### src/hdl/mlru_pkg.sv
package mlru_pkg;

  localparam int FRAMES_DEF    = 8;
  localparam int PAGE_BITS_DEF = 16;

  localparam int PAGE_W = 16;
  localparam int FIDX_W = 3;
  localparam int CNT_W  = 16;
  localparam int CFG_W  = 4;

  localparam logic [CFG_W-1:0] CFG_RESET = CFG_W'(8);

  typedef struct packed {
    logic start;
    logic step;
    logic commit;
  } cmd_t;

  typedef struct packed {
    logic scan_last;
  } sts_t;

endpackage

### src/hdl/matrix_lru_page_replacement.sv
// Matrix LRU page replacement.
// Input channel in_valid/in_ready carries one page reference per transfer.
// Output channel out_valid/out_ready carries one result per reference: hit
// flag, frame used, evicted page if any, and the saturating miss count.
// cfg_wr_en/cfg_wr_data write frames_in_use; write it only while idle.
// After the input transfer the block scans the active frames one per cycle,
// checking each tag for a hit and each age row for the least value, then
// updates the tags and the age matrix and loads the result register. A new
// reference is taken only after that update.
// The result register holds its value while out_ready is low; the next
// reference is still accepted and scanned, but its update waits until the
// previous result has been transferred.
// Reset clears the frame valid bits, the age matrix and the miss count, and
// sets frames_in_use to eight. The block is ready in the first cycle after.
module matrix_lru_page_replacement import mlru_pkg::*; #(
  parameter int FRAMES    = FRAMES_DEF,
  parameter int PAGE_BITS = PAGE_BITS_DEF
) (
  input  logic              clk,
  input  logic              rst,
  input  logic              cfg_wr_en,
  input  logic [CFG_W-1:0]  cfg_wr_data,
  input  logic              in_valid,
  output logic              in_ready,
  input  logic [PAGE_W-1:0] page_number,
  output logic              out_valid,
  input  logic              out_ready,
  output logic              hit,
  output logic [FIDX_W-1:0] frame_index,
  output logic              evicted_valid,
  output logic [PAGE_W-1:0] evicted_page,
  output logic [CNT_W-1:0]  miss_total
);

  cmd_t cmd;
  sts_t sts;

  mlru_ctrl u_ctrl (
    .clk       (clk),
    .rst       (rst),
    .in_valid  (in_valid),
    .in_ready  (in_ready),
    .out_valid (out_valid),
    .out_ready (out_ready),
    .sts       (sts),
    .cmd       (cmd)
  );

  mlru_dp #(
    .FRAMES    (FRAMES),
    .PAGE_BITS (PAGE_BITS)
  ) u_dp (
    .clk           (clk),
    .rst           (rst),
    .cfg_wr_en     (cfg_wr_en),
    .cfg_wr_data   (cfg_wr_data),
    .page_number   (page_number),
    .cmd           (cmd),
    .sts           (sts),
    .hit           (hit),
    .frame_index   (frame_index),
    .evicted_valid (evicted_valid),
    .evicted_page  (evicted_page),
    .miss_total    (miss_total)
  );

  a_commit_room: assert property (@(posedge clk) disable iff (rst)
    cmd.commit |-> (!out_valid || out_ready))
    else $error("result register overwritten before transfer");

  a_busy_after_accept: assert property (@(posedge clk) disable iff (rst)
    (in_valid && in_ready) |=> !in_ready)
    else $error("input accepted again while a reference is in work");

  a_valid_from_commit: assert property (@(posedge clk) disable iff (rst)
    $rose(out_valid) |-> $past(cmd.commit))
    else $error("result raised without an update");

  a_hit_no_evict: assert property (@(posedge clk) disable iff (rst)
    out_valid |-> !(hit && evicted_valid))
    else $error("hit reported together with an eviction");

endmodule

### src/hdl/mlru_ctrl.sv
module mlru_ctrl import mlru_pkg::*; (
  input  logic clk,
  input  logic rst,
  input  logic in_valid,
  output logic in_ready,
  output logic out_valid,
  input  logic out_ready,
  input  sts_t sts,
  output cmd_t cmd
);

  localparam logic [1:0] S_IDLE   = 2'd0;
  localparam logic [1:0] S_SCAN   = 2'd1;
  localparam logic [1:0] S_COMMIT = 2'd2;

  logic [1:0] state;
  logic [1:0] state_next;
  logic       out_valid_next;

  always_comb begin
    state_next = state;
    cmd        = '0;
    in_ready   = 1'b0;
    unique case (state)
      S_IDLE: begin
        in_ready = 1'b1;
        if (in_valid) begin
          cmd.start  = 1'b1;
          state_next = S_SCAN;
        end
      end
      S_SCAN: begin
        cmd.step = 1'b1;
        if (sts.scan_last) begin
          state_next = S_COMMIT;
        end
      end
      S_COMMIT: begin
        // The result register must be free or emptying before we overwrite it.
        if (!out_valid || out_ready) begin
          cmd.commit = 1'b1;
          state_next = S_IDLE;
        end
      end
      default: begin
        state_next = S_IDLE;
      end
    endcase
  end

  always_comb begin
    priority if (cmd.commit) begin
      out_valid_next = 1'b1;
    end else if (out_ready) begin
      out_valid_next = 1'b0;
    end else begin
      out_valid_next = out_valid;
    end
  end

  always_ff @(posedge clk) begin
    if (rst) begin
      state     <= S_IDLE;
      out_valid <= 1'b0;
    end else begin
      state     <= state_next;
      out_valid <= out_valid_next;
    end
  end

endmodule

### src/hdl/mlru_dp.sv
module mlru_dp import mlru_pkg::*; #(
  parameter int FRAMES    = FRAMES_DEF,
  parameter int PAGE_BITS = PAGE_BITS_DEF
) (
  input  logic              clk,
  input  logic              rst,
  input  logic              cfg_wr_en,
  input  logic [CFG_W-1:0]  cfg_wr_data,
  input  logic [PAGE_W-1:0] page_number,
  input  cmd_t              cmd,
  output sts_t              sts,
  output logic              hit,
  output logic [FIDX_W-1:0] frame_index,
  output logic              evicted_valid,
  output logic [PAGE_W-1:0] evicted_page,
  output logic [CNT_W-1:0]  miss_total
);

  localparam int IDX_W = $clog2(FRAMES);
  localparam int NW    = $clog2(FRAMES + 1);

  logic [CFG_W-1:0]     frames_in_use;
  logic [PAGE_BITS-1:0] tags [FRAMES];
  logic [FRAMES-1:0]    valid;
  logic [FRAMES-1:0]    rows [FRAMES];
  logic [CNT_W-1:0]     miss_cnt;

  logic [PAGE_BITS-1:0] page;
  logic [IDX_W-1:0]     scan_idx;
  logic                 hit_found;
  logic [IDX_W-1:0]     hit_idx;
  logic [FRAMES-1:0]    best_w;
  logic [IDX_W-1:0]     best_idx;
  logic                 best_valid;
  logic [PAGE_BITS-1:0] best_tag;

  logic [NW-1:0]        n_active;
  logic [FRAMES-1:0]    nmask;
  logic [FRAMES-1:0]    row_masked;
  logic [FRAMES-1:0]    weight;
  logic                 match;
  logic [IDX_W-1:0]     sel;
  logic [CNT_W-1:0]     miss_cnt_next;

  always_comb begin
    if (frames_in_use == '0) begin
      n_active = NW'(1);
    end else if (int'(frames_in_use) > FRAMES) begin
      n_active = NW'(FRAMES);
    end else begin
      n_active = NW'(frames_in_use);
    end
  end

  always_comb begin
    for (int i = 0; i < FRAMES; i++) begin
      nmask[i] = (i < int'(n_active));
    end
  end

  // Column 0 is the most significant bit of a row's age, so reverse the bits.
  always_comb begin
    row_masked = rows[scan_idx] & nmask;
    for (int i = 0; i < FRAMES; i++) begin
      weight[FRAMES-1-i] = row_masked[i];
    end
  end

  assign match = valid[scan_idx] && (tags[scan_idx] == page);
  assign sts.scan_last = ((NW+1)'(scan_idx) == (NW+1)'(n_active) - (NW+1)'(1));
  assign sel = hit_found ? hit_idx : best_idx;
  assign miss_cnt_next = (miss_cnt == '1) ? miss_cnt : miss_cnt + CNT_W'(1);

  always_ff @(posedge clk) begin
    if (rst) begin
      frames_in_use <= CFG_RESET;
      valid         <= '0;
      miss_cnt      <= '0;
      for (int r = 0; r < FRAMES; r++) begin
        rows[r] <= '0;
      end
    end else begin
      if (cfg_wr_en) begin
        frames_in_use <= cfg_wr_data;
      end
      if (cmd.commit) begin
        for (int r = 0; r < FRAMES; r++) begin
          if (r == int'(sel)) begin
            rows[r] <= nmask & ~(FRAMES'(1) << sel);
          end else if (r < int'(n_active)) begin
            rows[r] <= rows[r] & ~(FRAMES'(1) << sel);
          end
        end
        if (!hit_found) begin
          valid[sel] <= 1'b1;
          miss_cnt   <= miss_cnt_next;
        end
      end
    end
  end

  always_ff @(posedge clk) begin
    if (cmd.commit && !hit_found) begin
      tags[sel] <= page;
    end
  end

  always_ff @(posedge clk) begin
    if (cmd.start) begin
      page      <= PAGE_BITS'(page_number);
      scan_idx  <= '0;
      hit_found <= 1'b0;
    end else if (cmd.step) begin
      scan_idx <= scan_idx + IDX_W'(1);
      if (match && !hit_found) begin
        hit_found <= 1'b1;
        hit_idx   <= scan_idx;
      end
      // Strict compare keeps the first row of least age.
      if (scan_idx == '0 || weight < best_w) begin
        best_w     <= weight;
        best_idx   <= scan_idx;
        best_valid <= valid[scan_idx];
        best_tag   <= tags[scan_idx];
      end
    end
  end

  always_ff @(posedge clk) begin
    if (cmd.commit) begin
      hit           <= hit_found;
      frame_index   <= FIDX_W'(sel);
      evicted_valid <= !hit_found && best_valid;
      evicted_page  <= (!hit_found && best_valid) ? PAGE_W'(best_tag) : '0;
      miss_total    <= hit_found ? miss_cnt : miss_cnt_next;
    end
  end

endmodule

### config.mk
export PLATFORM = sky130hd
export DESIGN_NAME = matrix_lru_page_replacement
export DESIGN_NICKNAME = d
export VERILOG_FILES = /design/src/hdl/mlru_pkg.sv /design/src/hdl/matrix_lru_page_replacement.sv /design/src/hdl/mlru_ctrl.sv /design/src/hdl/mlru_dp.sv
export SDC_FILE = /design/constraint.sdc
export NUM_CORES = 1
export LEC_CHECK = 0
export BUFFER_PORTS_ARGS = -buffer_cell sky130_fd_sc_hd__buf_4
export CORE_ASPECT_RATIO = 2
export CORE_MARGIN = 10
export CORE_UTILIZATION = 60
export CTS_CLUSTER_SIZE = 24
export DETAILED_ROUTE_END_ITERATION = 10
export HOLD_SLACK_MARGIN = 0.1
export PLACE_DENSITY = 0.76
export SLEW_MARGIN = 20
export SYNTH_ARGS = -nofsm -noshare
export SYNTH_HDL_FRONTEND = slang
export SYNTH_SLANG_ARGS = --single-unit
### constraint.sdc
create_clock -name clk -period 9 [get_ports clk]
set_clock_uncertainty 0.2 [all_clocks]
set_input_delay 0.9 -clock clk [delete_from_list [all_inputs] [get_ports clk]]
set_output_delay 0.9 -clock clk [all_outputs]
set_load 0.03 [all_outputs]
# After elaboration in Yosys (flattened, before gate mapping)
# Memory sizes are Yosys's and may differ from the RTL's. A register that Yosys moved wholly into a read port is not among the register bits.
# Cells that the tools add are included.
# classes
add_sub_neg	3
magnitude_cmp	13
eq_ne	15
shift	1
n_mux	117
bitwise_logic	30
n_reduce_logical	19
# ops
cell	n
8-bit two-way mux	16
1-bit two-way mux	86
8-bit AND	10
16-bit two-way mux	2
16-bit by 1-bit adder with 16-bit output (second input constant)	1
16-bit equality test	1
16-bit equality test (second input constant)	1
3-bit by 4-bit less-than comparator with 1-bit output (first input constant)	4
1-bit bitwise OR	16
3-bit two-way mux	5
3-bit equality test (first input constant)	4
3-bit AND reduction	3
1-bit by 4-bit less-than comparator with 1-bit output (first input constant)	2
2-bit by 4-bit less-than comparator with 1-bit output (first input constant)	2
3-bit by 4-bit less-than comparator with 1-bit output (second input constant)	2
8-bit less-than comparator	1
4-bit two-way mux	2
8-bit NOT	1
8-bit bitwise OR	1
1-bit by 3-bit left shift with 8-bit output (first input constant)	1
2-bit by 3-bit equality test with 1-bit output (first input constant)	2
3-bit zero test	2
2-bit two-way mux	3
2-bit case mux with 3 select lines	1
20 further kinds	29
# word_totals
ff_bits	119
ramBits	192
output_inout_bits	39
mem_count	2
# memory_table
memory	depth	word_bits	rd	rd_clocked_by_memory_dff	wr	line	rtl
u_dp.tags	8	16	1	1	1	mlru_dp.sv:23	logic [PAGE_BITS-1:0] tags [FRAMES];
u_dp.rows	8	8	9	1	8	mlru_dp.sv:25	logic [FRAMES-1:0] rows [FRAMES];

# Longest topological paths before layout
# Gate-level depths: netlist of run 1.
# logic_depth
depth_word	10
ltp_mapped	15
mapped_depth_nobuf	14

# By module
# A second synthesis of run 1 with hierarchy kept.
# hier_totals
cells_unflattened	909
hier_area_um2	13521.7
# by_module_without_submodules
mod	n_inst	cells_each	area_per_inst_um2	seq_area_each_um2
mlru_dp	1	892	13365.3	8988.6
mlru_ctrl	1	17	156.4	60.1

# Least setup slack after synthesis of run 1
# OpenSTA, ideal clock, no wires.
# synth_timing
kind	register -> register
start	register with a tool-made name
end	register u_dp.best_idx[0] (enable)
setup_ns	0.386
t_arrival_ns	4.004
slack_ns	4.409
stages_incl_launch_ff	14
period_less_slack_ns	4.591
path_cell_list	dfxtp_1 buf_2 buf_1 buf_2 mux4_2 mux2i_1 nor2_1 ha_1 a21o_1 a21o_1 a21o_1 a221o_1 a21oi_1 o21a_1
# synth_rtl
item	line	rtl
to (signal assigned)	mlru_dp.sv:122	best_idx <= scan_idx;
to (decl)	mlru_dp.sv:33	logic [IDX_W-1:0] best_idx;

# Worst setup path after layout of run 1
# layout_timing
start	register u_dp.frames_in_use[3]
end	register u_dp.best_tag[13] (read register of u_dp.tags) (enable)
# layout_between
elab_chain_cells	8
elab_cells_between_ends	16
# layout_rtl
item	line	rtl
from (decl)	mlru_dp.sv:22	logic [CFG_W-1:0] frames_in_use;
from (signal assigned)	mlru_dp.sv:84	frames_in_use <= cfg_wr_data;
4-bit greater-than comparator	mlru_dp.sv:48	end else if (int'(frames_in_use) > FRAMES) begin
4-bit two-way mux	mlru_dp.sv:48	
4-bit two-way mux (*)	mlru_dp.sv:46	if (frames_in_use == '0) begin
3-bit by 4-bit less-than comparator with 1-bit output (*)	mlru_dp.sv:57	nmask[i] = (i < int'(n_active));
8-bit AND (*)	mlru_dp.sv:63	row_masked = rows[scan_idx] & nmask;
via u_dp.row_masked[4]	mlru_dp.sv:39	logic [FRAMES-1:0] row_masked;
8-bit less-than comparator (*)	mlru_dp.sv:120	if (scan_idx == '0 || weight < best_w) begin
1-bit logical OR (*)	mlru_dp.sv:120	
3-bit AND reduction (no source line) (*)	-	
to (decl)	mlru_dp.sv:35	logic [PAGE_BITS-1:0] best_tag;
# The timed path passes the listed nets; every way through them passes the cells marked *.
# A chain may end at the register's enable or synchronous reset.

==> reports/results.ini, run 1 <==
[sta]
fin_tns_setup_ns=0
finalSetupViolations=0
fmax_mhz=203
post-route-period-util=0.547
post-route-min-period_ns=4.92
hold_violations=0
finalMaxSlewViolations=0
setup_slack_ns=4.08
rsz0062_at_grt=false
worstMarginPinSlew_ns=1.11
relSlewSlack=0.260

[floorplanning]
coreArea_um2=22500
die_h_um=233
rows=78
io_pins=64
fp.dieW_um=127
start_util=0.606
die_area_um2=29600

[routing]
drtIter0Drc=923
via_count=8466
drt_first_pass_iters=5
drtAntennaViolNets=0
route.detailed.drc=0
wire_per_inst_um=24.4
drt_wl_total_mm=32.6
vias_per_cell=6.35

[synthesis]
ys_seq_area_frac=0.662
yosysTopAreaCell=edfxtp_1
synth_edf_count=276
synth_ff_type=edfxtp_1
yosysUniqueCellTypes=63
synth.area.top_cells=edfxtp_1 (61%), dfxtp_1 (5.6%), mux2i_1 (4.6%), mux4_2 (4.6%), nor2_1 (2.4%)
synthesis.instances=977
synth-seq-cells=314
synthesis.area_um2=13700
yosys_warnings=0
synth_area_per_cell_um2=14.0
ys_async_sr_fraction=0
synth_top_area_share=0.606
syn-num-nets=1016

[global_routing]
grt_usage=0.217
grt_pass1_wl_mm=49.9
grt_pass1_vias=8671
grt-ovfl-total=0
antenna_found_initial=0
grt_start_max_net_pins=55

[clock_tree]
clkLatencyLatePin_ns=0.56
post_cts_resized=0
cts_made_buffers=26
clkSlewWorstSetupHoldPaths_ns=0.07
holdBufCountCts=0
htree_num_levels=1
cts_tree=yes
cts_setup_buffers=0
clkSinkCount=314
root_buffer=clkbuf_16
clockBufferDepth=3

[finish]
syn_to_final_growth_pct=11.7
fin_util=0.677
layout-drive-gt1-share=0.176
nFillCells=1602
diodes=0
final_nets=1073

[critical_path]
cpPeakStageDelay_ns=0.81
path_cells=nor2_1 -> inv_1 -> ha_1 -> inv_1 -> a21oi_1 -> nor2_1 -> ha_1 -> a21o_1 -> a21o_1 -> a221o_1 -> a21oi_1 -> o21a_1 -> buf_4
worstPathRequired_ns=9.03
crit_fanout=22
worst_setup_path_start_kind=flip-flop
cp.arrival_ns=4.95
crit_type=flip-flop to flip-flop
slowest_stage=dfxtp_1
path_buf_inv=3
crit_family=compound AO/OA/AOI/OAI gates
endpoint_kind=flip-flop

[status]
status=completed

[power]
p_leak_uw=0.00527
ir_worst_vdd_mv=0.224
power_density_nw_per_um2=218

[placement]
pre_cts_ws_ns=4.12
hpwl_mm=21.6
globalplace.congestion=0.964
port_buffers=63

[flow_run]
cap_violations=0

[worst_hold_path]
hold_class=flip-flop to flip-flop

## area by class of cell
cell class / count / area [µm²] / share of cell area
Sequential cell: 314 / 9050 / 0.593
Multi-Input combinational cell: 586 / 4330 / 0.283
Clock buffer: 28 / 679 / 0.0445
Timing Repair Buffer: 77 / 586 / 0.0383
Tap cell: 280 / 350 / 0.0229
Clock inverter: 20 / 166 / 0.0109
Inverter: 29 / 110 / 0.00721
## Yosys cell counts, types with 4 or more instances
master and instances:
a2111oi_0 14, a21o_1 5, a21oi_1 28, a22o_1 10
a22oi_1 6, a31oi_1 14, and2_1 26, and3_1 8
buf_1 4, buf_2 9, buf_4 6, clkbuf_1 28
dfxtp_1 38, edfxtp_1 276, ha_1 14, inv_1 24
mux2_2 8, mux2i_1 63, mux4_2 28, nand2_1 56
nand2b_1 6, nand3_1 23, nand4_1 4, nor2_1 87
nor2b_1 7, nor3_1 51, nor4_1 6, o21a_1 13
o21ai_0 29, or2_2 4, or3_1 6, xnor2_1 16
xor2_1 17
## worst reg2reg max path, stage by stage, from the launching register on
cell and delay (ns):
dfxtp_1 0.81, nor2_1 0.26, inv_1 0.14, ha_1 0.19, inv_1 0.07, a21oi_1 0.65
nor2_1 0.18, ha_1 0.35, a21o_1 0.16, a21o_1 0.17, a221o_1 0.34, a21oi_1 0.15
o21a_1 0.57, buf_4 0.37
## through the flow
| stage | hold WS (ns) | power [µW] | std cells | instance area (µm²) |
|---|---|---|---|---|
| after global routing | 0.284 | 3440 | 1334 | 15300 |
| after floorplan | 0.235 | 2080 | 977 | 13700 |
| after detailed placement | 0.250 | 2220 | 1285 | 14400 |
| after global placement | 0.242 | 2210 | 1285 | 14400 |
| final | 0.269 | 3330 | 1334 | 15300 |
| after CTS | 0.270 | 3340 | 1333 | 15300 |
## power by group
part           internal (µW)  switching (µW)  leakage (µW)
combinational            183             277       0.00196
clock                    588             543      0.000396
sequential              1680            61.8       0.00292
total                   2450             882       0.00527
## registers in the layout, indices dropped and copies added, names as in the netlist, 2 cells and up, named ones only
signal and flops:
u_dp.evicted_page 16, u_dp.valid 8, u_dp.rows 64, u_dp.frame_index 3, u_dp.page 16, u_dp.miss_cnt 16, u_dp.best_w 8, u_dp.scan_idx 3
u_dp.tags 128, u_dp.frames_in_use 4, u_dp.best_idx 3, u_dp.hit_idx 3, u_dp.miss_total 16, u_ctrl.state 2, u_dp.best_tag 16
## layer usage
| layer | share of wire | GRT usage |
|---|---|---|
| met5 | 0 | 0 |
| met1 | 0.36 | 0.245 |
| met2 | 0.53 | 0.392 |
| met3 | 0.060 | 0.0257 |
| met4 | 0.047 | 0.112 |
## final timing paths
check / slack, ns / cells after the start / from / to
worst max-delay path: 4.08 / 13 / u_dp.frames_in_use[3] / u_dp.best_tag[13]
worst min-delay path: 0.27 / 1 / u_dp.valid[1] / u_dp.valid[1]
worst max register to register: 4.08 / 13 / u_dp.frames_in_use[3] / u_dp.best_tag[13]
worst min register to register: 0.27 / 1 / u_dp.valid[1] / u_dp.valid[1]
## cell families (layout without fill, tap and decap cells)
family / after synthesis / in the layout / synth area share
compound gates: 135 / 135 / 0.0648
xor+xnor: 33 / 33 / 0.0211
mux: 104 / 104 / 0.106
flops: 314 / 314 / 0.662
buf+inv: 77 / 154 / 0.0242
fa+ha+maj: 14 / 14 / 0.0128
simple gates: 300 / 300 / 0.109
## layout by cell type, fill, tap and decap left out, types with 17 or more instances in the layout
cell type,instances
a21oi_1,28
xor2_1,17
nand3_1,23
edfxtp_1,276
nand2_1,56
buf_4,76
clkbuf_16,27
mux2i_1,63
nor3_1,45
dfxtp_1,36
and2_1,25
inv_1,24
mux4_2,28
nor2_1,87
o21ai_0,29
No activity file was read; power rests on OpenSTA's default activity.
==> inputs of run 2 (changes only) <==
CORE_UTILIZATION = 55   (was 60)
PLACE_DENSITY = 0.73   (was 0.76)
clock period = 4.3 ns   (was 9 ns; I/O delays follow)
==> run 2 against run 1 <==
Critical path depth is 3 lower. Non-clock buffer count rose by 42. Die area is 8.0% higher. Combinational power increased by 120%. Critical path type unchanged. Sequential power rose by 110%. Worst hold slack worse by 0.12 ns. Largest cell class unchanged. Design area rose by 2.9%. Core utilization down 3.7 points.
==> reports/results.ini, run 2 (synthesis results as in run 1) <==
[placement]
globalplace.congestion=0.965
hpwl_mm=22.7
port_buffers=63

[clock_tree]
clkLatencyLatePin_ns=0.55
cts_tree=yes
cts_setup_buffers=0
clkSinkCount=314
root_buffer=clkbuf_16
clockBufferDepth=3
post_cts_resized=0
cts_made_buffers=27
clkSlewWorstSetupHoldPaths_ns=0.07
htree_num_levels=1

[routing]
vias_per_cell=5.95
drtAntennaViolNets=0
route.detailed.drc=0
via_count=8506
drtIter0Drc=817
drt_wl_total_mm=33.4
wire_per_inst_um=23.4
drt_first_pass_iters=5

[floorplanning]
io_pins=64
die_area_um2=31900
fp.dieW_um=131
die_h_um=243
rows=81
start_util=0.557
coreArea_um2=24500

[finish]
diodes=0
fin_util=0.641
syn_to_final_growth_pct=15.0
final_cell_mix=edfxtp_1 (276), buf_4 (91), nor2_1 (87), mux2i_1 (63), nand2_1 (56)
final_nets=1116
largest_reg_flops=128
layout-drive-gt1-share=0.175
final_common_cell=edfxtp_1
regMostFlops=u_dp.tags
top_regs=u_dp.tags (128), u_dp.rows (64)

[flow_run]
cap_violations=0

[critical_path]
worstReg2RegEnd=u_dp.best_valid
r2r_setup_slack_ns=0.34
endpoint_kind=flip-flop
cpPeakStageDelay_ns=0.54
path_cells=buf_4 -> mux4_2 -> mux2i_1 -> nor2_1 -> ha_1 -> a21o_1 -> a21o_1 -> a221o_1 -> a21oi_1 -> o21a_4
slowest_stage=mux4_2
worstPathRequired_ns=4.29
worst_setup_path_start_kind=flip-flop
r2r.worst_path.cells=10
crit_fanout=28
cp.arrival_ns=3.96
crit_type=flip-flop to flip-flop
crit_top_cell=a21o_1

[global_routing]
grt-ovfl-total=0
antenna_found_initial=0
grt_pass1_vias=8696
grt_pass1_wl_mm=51.5
grt_start_max_net_pins=41
grt_usage=0.206

[sta]
fin_tns_setup_ns=0
worstMarginPinSlew_ns=0.904
post-route-period-util=0.921
hold_violations=0
finalMaxSlewViolations=0
fmax_mhz=252
rsz0062_at_grt=false
finalSetupViolations=0
post-route-min-period_ns=3.96
relSlewSlack=0.396

[power]
pwr-share-clk=0.337
swShare=0.253
totalPowerFinal_uw=7010
p_leak_uw=0.00549
p_comb_frac=0.145
p_int_uw=5230
p_sw_uw=1780
pwr-share-seq=0.518
power_density_nw_per_um2=446
ir_worst_vdd_mv=0.360

[worst_hold_path]
hold_path_end=u_ctrl.out_valid
hold_depth=3
hold_class=input port to flip-flop
hold_start=out_ready

[status]
status=completed

-- run 2: final cells by class --
type	instances	area (µm²)
flip-flops and latches	314	9050
inverters	29	109
clock buffers	39	773
repair buffers	119	973
multi-input cells	586	4320
fillers	1901	8810
well taps	332	415
clock inverters	10	71.3
-- run 2: power groups by stage --
stage	sequential [µW]	combinational (µW)	clock [µW]
floorplan	3650	701	0
global placement	3690	976	0
detailed placement	3690	991	0
CTS	3630	1020	2410
global route	3640	1100	2510
finish	3630	1020	2360
-- run 2: worst max path at each step --
stage	slack, ns	to	depth (start not counted)	start
after floorplan	0.11	u_dp.best_idx[0]	13	flip-flop
after global placement	0.50	u_dp.best_valid	10	flip-flop
after detailed placement	0.43	u_dp.best_valid	10	flip-flop
after CTS	0.41	u_dp.best_valid	10	flip-flop
after global routing	0.13	u_dp.best_tag[1]	14	u_dp.frames_in_use[2]
final	0.34	u_dp.best_valid	10	flip-flop
-- run 2: repair_timing --
item | CTS | global route
endpoints found under the hold margin | 26 | 0
hold buffers | 27 | 0
setup endpoints to repair | 0 | 0
-- run 2: worst max-delay path: cells and delay by family (launching register included) --
family	cells	cell delay (ns)
DFF	1	0.46
buffers and inverters	1	0.35
muxes	2	0.83
and+or+nand+nor	1	0.13
adders and majority gates	1	0.34
AOI/OAI and AO/OA	5	1.28
-- run 2: routing by layer --
layer  vias to the layer above  track usage  part of all wire
li1                       3893            -                 -
met1                      4189        0.226              0.36
met2                       336        0.371              0.53
met3                        88       0.0292             0.053
met4                         0        0.117             0.054
met5                         -            0                 0
-- run 2: stage by stage --
step           hold WS, ns  setup WS [ns]  cell area [µm²]  cells
2_1_floorplan        0.235          0.113            13700    977
3_3_place_gp         0.242          0.499            14600   1353
3_5_place_dp         0.252          0.432            14600   1353
4_1_cts              0.119          0.414            15700   1429
5_1_grt              0.146          0.129            15700   1429
6_report             0.153          0.339            15700   1429
